<file path="src/hdl/apq_pkg.sv">
// Shared types and codes for the array max priority queue.
package apq_pkg;

    localparam int DATA_W = 32;

    typedef enum logic [1:0] {
        MODE_INSERT = 2'd0,
        MODE_DELETE = 2'd1,
        MODE_PEEK   = 2'd2
    } mode_t;

    typedef enum logic [1:0] {
        ST_OK    = 2'd0,
        ST_FULL  = 2'd1,
        ST_EMPTY = 2'd2
    } status_t;

    typedef enum logic [1:0] {
        S_IDLE,
        S_SCAN,
        S_SHIFT,
        S_RESP
    } state_t;

    typedef struct packed {
        logic [DATA_W-1:0] value;
        status_t           status;
    } res_t;

endpackage

</file>
<file path="src/hdl/apq_mem.sv">
// Entry store: one write port, one read port, registered read data.
module apq_mem #(
    parameter int DEPTH = 16,
    parameter int AW    = 4
) (
    input  logic                       aclk,
    input  logic                       wr_en,
    input  logic [AW-1:0]              wr_addr,
    input  logic [apq_pkg::DATA_W-1:0] wr_data,
    input  logic                       rd_en,
    input  logic [AW-1:0]              rd_addr,
    output logic [apq_pkg::DATA_W-1:0] rd_data
);

    logic [apq_pkg::DATA_W-1:0] mem [DEPTH];
    logic [apq_pkg::DATA_W-1:0] rd_data_reg;

    always_ff @(posedge aclk) begin
        if (wr_en) begin
            mem[wr_addr] <= wr_data;
        end
    end

    always_ff @(posedge aclk) begin
        if (rd_en) begin
            rd_data_reg <= mem[rd_addr];
        end
    end

    assign rd_data = rd_data_reg;

endmodule

</file>
<file path="src/hdl/apq_ctrl.sv">
// Sequencer: insert, max scan and shift-down over the entry store.
module apq_ctrl #(
    parameter int DEPTH = 16,
    parameter int AW    = 4,
    parameter int CW    = 5
) (
    input  logic                       aclk,
    input  logic                       aresetn,
    input  logic                       in_valid,
    output logic                       in_ready,
    input  logic [1:0]                 in_mode,
    input  logic [apq_pkg::DATA_W-1:0] in_value,
    output logic                       res_valid,
    input  logic                       res_ready,
    output apq_pkg::res_t              res,
    output logic                       wr_en,
    output logic [AW-1:0]              wr_addr,
    output logic [apq_pkg::DATA_W-1:0] wr_data,
    output logic                       rd_en,
    output logic [AW-1:0]              rd_addr,
    input  logic [apq_pkg::DATA_W-1:0] rd_data
);

    apq_pkg::state_t            state_reg, state_next;
    apq_pkg::status_t           st_reg, st_next;
    logic [CW-1:0]              count_reg, count_next;
    logic [CW-1:0]              ptr_reg, ptr_next;
    logic                       rd_vld_reg, rd_vld_next;
    logic [AW-1:0]              rd_idx_reg, rd_idx_next;
    logic [AW-1:0]              best_idx_reg, best_idx_next;
    logic [apq_pkg::DATA_W-1:0] res_val_reg, res_val_next;
    logic                       del_reg, del_next;
    logic                       issue;

    always_ff @(posedge aclk) begin
        if (!aresetn) begin
            state_reg  <= apq_pkg::S_IDLE;
            count_reg  <= '0;
            rd_vld_reg <= 1'b0;
        end else begin
            state_reg  <= state_next;
            count_reg  <= count_next;
            rd_vld_reg <= rd_vld_next;
        end
    end

    always_ff @(posedge aclk) begin
        st_reg       <= st_next;
        ptr_reg      <= ptr_next;
        rd_idx_reg   <= rd_idx_next;
        best_idx_reg <= best_idx_next;
        res_val_reg  <= res_val_next;
        del_reg      <= del_next;
    end

    assign issue = (ptr_reg < count_reg);

    always_comb begin
        state_next    = state_reg;
        st_next       = st_reg;
        count_next    = count_reg;
        ptr_next      = ptr_reg;
        rd_vld_next   = 1'b0;
        rd_idx_next   = rd_idx_reg;
        best_idx_next = best_idx_reg;
        res_val_next  = res_val_reg;
        del_next      = del_reg;
        in_ready      = 1'b0;
        res_valid     = 1'b0;
        wr_en         = 1'b0;
        wr_addr       = count_reg[AW-1:0];
        wr_data       = in_value;
        rd_en         = 1'b0;
        rd_addr       = ptr_reg[AW-1:0];

        case (state_reg)
            apq_pkg::S_IDLE: begin
                in_ready = 1'b1;
                if (in_valid) begin
                    res_val_next = '0;
                    st_next      = apq_pkg::ST_OK;
                    ptr_next     = '0;
                    del_next     = (apq_pkg::mode_t'(in_mode) == apq_pkg::MODE_DELETE);
                    state_next   = apq_pkg::S_RESP;
                    case (apq_pkg::mode_t'(in_mode))
                        apq_pkg::MODE_INSERT: begin
                            if (count_reg < CW'(DEPTH)) begin
                                wr_en      = 1'b1;
                                count_next = count_reg + 1'b1;
                            end else begin
                                st_next = apq_pkg::ST_FULL;
                            end
                        end
                        apq_pkg::MODE_DELETE, apq_pkg::MODE_PEEK: begin
                            if (count_reg == '0) begin
                                st_next = apq_pkg::ST_EMPTY;
                            end else begin
                                state_next = apq_pkg::S_SCAN;
                            end
                        end
                        default: begin
                        end
                    endcase
                end
            end
            apq_pkg::S_SCAN: begin
                if (issue) begin
                    rd_en       = 1'b1;
                    rd_vld_next = 1'b1;
                    rd_idx_next = ptr_reg[AW-1:0];
                    ptr_next    = ptr_reg + 1'b1;
                end
                if (rd_vld_reg) begin
                    if (rd_idx_reg == '0 || $signed(rd_data) > $signed(res_val_reg)) begin
                        res_val_next  = rd_data;
                        best_idx_next = rd_idx_reg;
                    end
                end
                if (!issue && !rd_vld_reg) begin
                    if (del_reg) begin
                        ptr_next   = CW'(best_idx_reg) + 1'b1;
                        state_next = apq_pkg::S_SHIFT;
                    end else begin
                        state_next = apq_pkg::S_RESP;
                    end
                end
            end
            apq_pkg::S_SHIFT: begin
                if (issue) begin
                    rd_en       = 1'b1;
                    rd_vld_next = 1'b1;
                    rd_idx_next = ptr_reg[AW-1:0];
                    ptr_next    = ptr_reg + 1'b1;
                end
                if (rd_vld_reg) begin
                    wr_en   = 1'b1;
                    wr_addr = rd_idx_reg - 1'b1;
                    wr_data = rd_data;
                end
                if (!issue && !rd_vld_reg) begin
                    count_next = count_reg - 1'b1;
                    state_next = apq_pkg::S_RESP;
                end
            end
            apq_pkg::S_RESP: begin
                res_valid = 1'b1;
                if (res_ready) begin
                    state_next = apq_pkg::S_IDLE;
                end
            end
            default: begin
                state_next = apq_pkg::S_IDLE;
            end
        endcase
    end

    assign res.value  = res_val_reg;
    assign res.status = st_reg;

endmodule

</file>
<file path="src/hdl/array_max_priority_queue.sv">
// Insert, full, empty and unused-mode words respond directly; peek scans every entry for
// the max, and delete then shifts the entries after the max down by one place.
// One word is in work at a time; the store's single read port sets the pace, one entry
// per cycle for both the max scan and the shift-down.
// A new word is taken while a finished result waits in the output register.
// Reset (aresetn low, synchronous) empties the queue; entries need no clearing.
module array_max_priority_queue #(
    parameter int DEPTH = 16
) (
    input  logic        aclk,
    input  logic        aresetn,
    input  logic        s_tvalid,
    output logic        s_tready,
    input  logic [31:0] s_tdata,   // [31:0] value
    input  logic [1:0]  s_tuser,   // [1:0] mode
    output logic        m_tvalid,
    input  logic        m_tready,
    output logic [31:0] m_tdata,   // [31:0] result_value
    output logic [1:0]  m_tuser    // [1:0] status
);

    localparam int AW = $clog2(DEPTH);
    localparam int CW = $clog2(DEPTH + 1);

    logic                       wr_en;
    logic [AW-1:0]              wr_addr;
    logic [apq_pkg::DATA_W-1:0] wr_data;
    logic                       rd_en;
    logic [AW-1:0]              rd_addr;
    logic [apq_pkg::DATA_W-1:0] rd_data;
    logic                       res_valid;
    logic                       res_ready;
    apq_pkg::res_t              res;
    logic                       m_valid_reg, m_valid_next;
    apq_pkg::res_t              m_res_reg;

    apq_mem #(
        .DEPTH (DEPTH),
        .AW    (AW)
    ) u_mem (
        .aclk    (aclk),
        .wr_en   (wr_en),
        .wr_addr (wr_addr),
        .wr_data (wr_data),
        .rd_en   (rd_en),
        .rd_addr (rd_addr),
        .rd_data (rd_data)
    );

    apq_ctrl #(
        .DEPTH (DEPTH),
        .AW    (AW),
        .CW    (CW)
    ) u_ctrl (
        .aclk      (aclk),
        .aresetn   (aresetn),
        .in_valid  (s_tvalid),
        .in_ready  (s_tready),
        .in_mode   (s_tuser),
        .in_value  (s_tdata),
        .res_valid (res_valid),
        .res_ready (res_ready),
        .res       (res),
        .wr_en     (wr_en),
        .wr_addr   (wr_addr),
        .wr_data   (wr_data),
        .rd_en     (rd_en),
        .rd_addr   (rd_addr),
        .rd_data   (rd_data)
    );

    assign res_ready = !m_valid_reg || m_tready;

    always_comb begin
        m_valid_next = m_valid_reg;
        if (m_tready) begin
            m_valid_next = 1'b0;
        end
        if (res_valid && res_ready) begin
            m_valid_next = 1'b1;
        end
    end

    always_ff @(posedge aclk) begin
        if (!aresetn) begin
            m_valid_reg <= 1'b0;
        end else begin
            m_valid_reg <= m_valid_next;
        end
    end

    always_ff @(posedge aclk) begin
        if (res_valid && res_ready) begin
            m_res_reg <= res;
        end
    end

    assign m_tvalid = m_valid_reg;
    assign m_tdata  = m_res_reg.value;
    assign m_tuser  = m_res_reg.status;

endmodule

</file>
<file path="config.mk">
export PLATFORM = sky130hd
export DESIGN_NAME = array_max_priority_queue
export DESIGN_NICKNAME = d
export VERILOG_FILES = /design/src/hdl/apq_pkg.sv /design/src/hdl/apq_mem.sv /design/src/hdl/apq_ctrl.sv /design/src/hdl/array_max_priority_queue.sv
export SDC_FILE = /design/constraint.sdc
export NUM_CORES = 1
export LEC_CHECK = 0
export BUFFER_PORTS_ARGS = -buffer_cell sky130_fd_sc_hd__buf_4
export CAP_MARGIN = 10
export CORE_MARGIN = 5
export CORE_UTILIZATION = 45
export CTS_CLUSTER_DIAMETER = 200
export DETAILED_ROUTE_END_ITERATION = 6
export PLACE_DENSITY = 0.68
export SYNTH_ARGS = -nofsm -noshare
export SYNTH_HDL_FRONTEND = slang
export SYNTH_SLANG_ARGS = --single-unit
</file>
<file path="constraint.sdc">
create_clock -name aclk -period 6.8 [get_ports aclk]
set_input_delay 1.02 -clock aclk [delete_from_list [all_inputs] [get_ports aclk]]
set_output_delay 1.02 -clock aclk [all_outputs]
set_load 0.02 [all_outputs]
</file>
==> flow_results.xml <==
<?xml version="1.0" encoding="UTF-8"?>
<metrics>
  <group name="cts">
    <metric name="htree_levels" unit="">2</metric>
    <metric name="cts-resized-gates" unit="">0</metric>
    <metric name="clkSinkCount" unit="">635</metric>
    <metric name="post_cts.repair.setup_buffers" unit="">0</metric>
    <metric name="clk_pin_slew" unit="ps">60</metric>
    <metric name="cts.root.buffer_cell" unit="">sky130_fd_sc_hd__clkbuf_16</metric>
    <metric name="clk-insertion-delay-late" unit="ps">620</metric>
    <metric name="clock_tree_from_tritoncts" unit="">built</metric>
    <metric name="clock_tree.buffer_depth" unit="">3</metric>
    <metric name="hold_buffers" unit="">0</metric>
    <metric name="cts_buffers" unit="">61</metric>
  </group>
  <group name="timing">
    <metric name="setup_viol" unit="">0</metric>
    <metric name="hold_ws" unit="ps">445.3</metric>
    <metric name="finalWorstSetupSlack" unit="ps">2869</metric>
    <metric name="layout_min_cycle_time" unit="ps">3931</metric>
    <metric name="worst_slew_pin_slew" unit="ps">1216</metric>
    <metric name="max_clock_freq" unit="GHz">0.2544</metric>
    <metric name="final.period_utilization" unit="">0.5780</metric>
    <metric name="grt_setup_unrepaired" unit="">no</metric>
    <metric name="finalClockSkew" unit="ps">15.91</metric>
    <metric name="timing.setup.tns" unit="ps">0</metric>
    <metric name="hold_violation_count_in_the_final_report" unit="">0</metric>
    <metric name="drv_slew" unit="">0</metric>
    <metric name="max_transition_margin" unit="">0.1873</metric>
  </group>
  <group name="synthesis">
    <metric name="largest_family_of_logic_cells_by_synthesized_area" unit="">multiplexers</metric>
    <metric name="post_synth_inst_count" unit="">1198</metric>
    <metric name="synth_area_in_adders" unit="">0.02599</metric>
    <metric name="ys_async_sr_fraction" unit="">0</metric>
    <metric name="synthesis.nets" unit="">1288</metric>
    <metric name="synth_compound_gate_area_share" unit="">0.02001</metric>
    <metric name="synth_ff_type" unit="">sky130_fd_sc_hd__edfxtp_1</metric>
    <metric name="synth_enable_flop_cells" unit="">626</metric>
    <metric name="number_of_register_bits_inferred_by_synthesis" unit="">635</metric>
    <metric name="yosysSeqAreaShare" unit="">0.7494</metric>
    <metric name="ys_warn_count" unit="">0</metric>
    <metric name="average_size_of_a_mapped_cell" unit="um^2">21.14</metric>
    <metric name="yosys.area_share.xor_xnor" unit="">0.003112</metric>
    <metric name="yosysUniqueCellTypes" unit="">53</metric>
    <metric name="synth_simple_gate_area_frac" unit="">0.02702</metric>
    <metric name="synth.area.mux_share" unit="">0.1565</metric>
    <metric name="synth_area" unit="um^2">25330</metric>
  </group>
  <group name="worst_setup_path">
    <metric name="critPathLaunchType" unit="">flop</metric>
    <metric name="timing.rr.start" unit="">u_mem.rd_data[31]</metric>
    <metric name="path_delay_family" unit="">compound AO/OA/AOI/OAI gates</metric>
    <metric name="critPathMaxStageDelay" unit="ps">730</metric>
    <metric name="timing.reg2reg.worst_path_depth" unit="">8</metric>
    <metric name="critical_path.max_fanout" unit="">20</metric>
    <metric name="path_buf_inv" unit="">1</metric>
    <metric name="critPathCapture" unit="">u_ctrl.res_val_reg[24]</metric>
    <metric name="end_kind" unit="">flop</metric>
    <metric name="required_worst_endpoint" unit="ps">7080</metric>
    <metric name="timing_worst_setup_path_type" unit="">reg -&gt; reg</metric>
    <metric name="worstSetupStartpoint" unit="">u_mem.rd_data[31]</metric>
    <metric name="worst_ep_arrival_time" unit="ps">4210</metric>
    <metric name="worstSetupPathDepth" unit="">8</metric>
    <metric name="critical_path.cell_chain" unit="">ha_1 &gt; nand3_1 &gt; nor4_1 &gt; and2_1 &gt; o31a_1 &gt; o2111ai_1 &gt; a31oi_4 &gt; buf_4</metric>
    <metric name="reg2reg_setup_slack" unit="ps">2870</metric>
    <metric name="regToRegEndpoint" unit="">u_ctrl.res_val_reg[24]</metric>
    <metric name="crit_slowest_cell" unit="">sky130_fd_sc_hd__nor4_1</metric>
  </group>
  <group name="global_route">
    <metric name="antenna_found_initial" unit="">1</metric>
    <metric name="grt_overflow" unit="">0</metric>
    <metric name="global_route.usage.total" unit="">0.1871</metric>
    <metric name="largest_net_degree_at_the_start_of_global_routing" unit="">134</metric>
    <metric name="first_pass_grt_wire_length" unit="um">83500</metric>
    <metric name="via_count_of_the_first_global_routing_pass" unit="">12380</metric>
  </group>
  <group name="power_and_ir_drop">
    <metric name="worst_ir_drop_vdd" unit="mV">0.2132</metric>
    <metric name="power_per_cell_area" unit="nW/um^2">395.3</metric>
    <metric name="total_leakage_power" unit="nW">9.176</metric>
  </group>
  <group name="finish">
    <metric name="final_core_util" unit="">0.5122</metric>
    <metric name="nFillCells" unit="">4363</metric>
    <metric name="register_bank_with_the_most_flops" unit="">u_mem.mem</metric>
    <metric name="layoutNonFillerInstCount" unit="">2105</metric>
    <metric name="fin_nets" unit="">1396</metric>
    <metric name="largest_register_ff_count" unit="">512</metric>
    <metric name="layout-drive-gt1-share" unit="">0.2923</metric>
    <metric name="area_growth" unit="%">13.38</metric>
  </group>
  <group name="job">
    <metric name="cap_violations" unit="">0</metric>
  </group>
  <group name="routing">
    <metric name="via_count" unit="">12110</metric>
    <metric name="pre_repair_dr_iteration_count" unit="">5</metric>
    <metric name="routed_wire_length_per_instance" unit="um">26.92</metric>
    <metric name="drt_drc_violations_left" unit="">0</metric>
    <metric name="route.final.wire_length" unit="um">56680</metric>
    <metric name="detail-route-antenna-nets" unit="">0</metric>
    <metric name="first_iter_violations" unit="">1004</metric>
    <metric name="vias_per_cell" unit="">5.752</metric>
  </group>
  <group name="status">
    <metric name="run_status" unit="">finished clean</metric>
  </group>
  <group name="place">
    <metric name="total_half_perimeter_wirelength_after_legalization_and_detailed_placement" unit="um">34450</metric>
    <metric name="detailedPlace.worstSlack" unit="ps">2934</metric>
    <metric name="total_of_buffers_placed_on_input_and_output_ports" unit="">73</metric>
    <metric name="gp_congestion" unit="">0.7836</metric>
    <metric name="placedCellCount" unit="">1999</metric>
  </group>
  <group name="die">
    <metric name="chipHeight" unit="um">247.2</metric>
    <metric name="start_util" unit="">0.4518</metric>
    <metric name="rows" unit="">87</metric>
    <metric name="die_footprint" unit="um^2">61120</metric>
    <metric name="die_w" unit="um">247.2</metric>
    <metric name="core" unit="um^2">56060</metric>
    <metric name="io_pins" unit="">74</metric>
  </group>
  <group name="hold_path">
    <metric name="hold_class" unit="">reg -&gt; reg</metric>
  </group>
</metrics>
## worst reg2reg max path, delay by kind of cell (launching register included)
family / cells / cell delay (ps)
AO/OA/AOI/OAI: 3 / 1160
adder cells (fa/ha/maj): 1 / 430
buffers and inverters: 1 / 450
flip-flops: 1 / 410
AND/OR/NAND/NOR: 3 / 1150
## layout by cell type, fill, tap and decap left out, types with 3 or more instances in the layout
cell,count
sky130_fd_sc_hd__edfxtp_1,626
sky130_fd_sc_hd__clkbuf_1,15
sky130_fd_sc_hd__clkinv_1,10
sky130_fd_sc_hd__a21o_1,3
sky130_fd_sc_hd__buf_4,93
sky130_fd_sc_hd__xor2_1,5
sky130_fd_sc_hd__xnor2_1,4
sky130_fd_sc_hd__nor2_4,17
sky130_fd_sc_hd__nand2_1,18
sky130_fd_sc_hd__nor2_1,11
sky130_fd_sc_hd__nor4_1,3
sky130_fd_sc_hd__o21ai_0,9
sky130_fd_sc_hd__and2_1,35
sky130_fd_sc_hd__o21ai_1,5
sky130_fd_sc_hd__clkinv_2,13
sky130_fd_sc_hd__nor3_1,5
sky130_fd_sc_hd__o21a_1,3
sky130_fd_sc_hd__nand3_1,16
sky130_fd_sc_hd__ha_1,50
sky130_fd_sc_hd__mux4_2,160
sky130_fd_sc_hd__nor2b_1,4
sky130_fd_sc_hd__a211oi_1,3
sky130_fd_sc_hd__inv_1,49
sky130_fd_sc_hd__mux2_2,32
sky130_fd_sc_hd__o31a_1,3
sky130_fd_sc_hd__clkbuf_16,62
sky130_fd_sc_hd__nand4_1,10
sky130_fd_sc_hd__o22ai_1,3
sky130_fd_sc_hd__a21oi_1,27
sky130_fd_sc_hd__bufinv_16,3
sky130_fd_sc_hd__dfxtp_1,9
## through the flow
step | power, mW | cell area [um^2]
after floorplan | 7.278 | 25330
after global placement | 8.226 | 26880
after detailed placement | 8.306 | 26880
after CTS | 11.46 | 28710
after global routing | 11.88 | 28710
final | 11.35 | 28720
## logic make-up after synthesis
family                     after synthesis
muxes                                  192
and+or+nand+nor                        131
DFF                                    635
adders and majority gates               52
xor gates and xnor gates                 9
buffers and inverters                  101
AOI/OAI and AO/OA                       78
## synth_stat cells, types with 3 or more instances
cell,number,share of area
sky130_fd_sc_hd__edfxtp_1,626,0.74
sky130_fd_sc_hd__mux4_2,160,0.14
sky130_fd_sc_hd__ha_1,51,0.025
sky130_fd_sc_hd__inv_1,49,0.0073
sky130_fd_sc_hd__and2_1,35,0.0086
sky130_fd_sc_hd__mux2_2,32,0.014
sky130_fd_sc_hd__clkbuf_1,28,0.0041
sky130_fd_sc_hd__nor2_1,28,0.0041
sky130_fd_sc_hd__a21oi_1,27,0.0053
sky130_fd_sc_hd__nand2_1,19,0.0028
sky130_fd_sc_hd__nand3_1,16,0.0032
sky130_fd_sc_hd__nand4_1,10,0.0025
sky130_fd_sc_hd__buf_6,9,0.0040
sky130_fd_sc_hd__dfxtp_1,9,0.0071
sky130_fd_sc_hd__o21ai_0,9,0.0018
sky130_fd_sc_hd__buf_2,6,0.0012
sky130_fd_sc_hd__buf_1,5,0.00074
sky130_fd_sc_hd__nor2b_1,5,0.0012
sky130_fd_sc_hd__nor3_1,5,0.00099
sky130_fd_sc_hd__o21ai_1,5,0.00099
sky130_fd_sc_hd__xor2_1,5,0.0017
sky130_fd_sc_hd__xnor2_1,4,0.0014
sky130_fd_sc_hd__a211oi_1,3,0.00089
sky130_fd_sc_hd__a21o_1,3,0.00089
sky130_fd_sc_hd__a31oi_1,3,0.00074
sky130_fd_sc_hd__nor4_1,3,0.00074
sky130_fd_sc_hd__o21a_1,3,0.00089
sky130_fd_sc_hd__o22ai_1,3,0.00074
sky130_fd_sc_hd__o31a_1,3,0.0010
## routing by layer
metal / up-vias / global-route usage / share of wire
li1: 5152 / - / -
met5: - / 0 / 0
met3: 77 / 0.04572 / 0.086
met4: 0 / 0.04537 / 0.020
met2: 480 / 0.2811 / 0.46
met1: 6400 / 0.2804 / 0.44
## final cells by class
type	count	area (um^2)	area share
clock buffers	77	1608	0.05599
multi-input cells	462	6047	0.2106
clock inverters	28	220.2	0.007669
diodes	1	2.502	0.00008715
well taps	756	945.9	0.03294
inverters	52	195.2	0.006797
repair buffers	94	718.2	0.02501
flip-flops and latches	635	18980	0.6609
## power by group
part / switching [mW] / internal, mW
sequential: 0.227 / 4.90
clock: 1.39 / 1.77
combinational: 1.77 / 1.30
total: 3.39 / 7.97
## worst min-delay path by stage
stage / start / end / slack [ps] / depth (start not counted)
5_1_grt: u_ctrl.res_val_reg[28] / m_tdata[28] / 450 / 0
3_3_place_gp: u_ctrl.st_reg[1] / m_tuser[1] / 430 / 0
6_report: u_ctrl.st_reg[1] / m_tuser[1] / 450 / 0
2_1_floorplan: u_ctrl.st_reg[0] / m_tuser[0] / 400 / 0
4_1_cts: u_ctrl.res_val_reg[28] / m_tdata[28] / 450 / 0
3_5_place_dp: u_ctrl.res_val_reg[28] / m_tdata[28] / 440 / 0
Note: power is estimated with default switching activity, not from simulation.
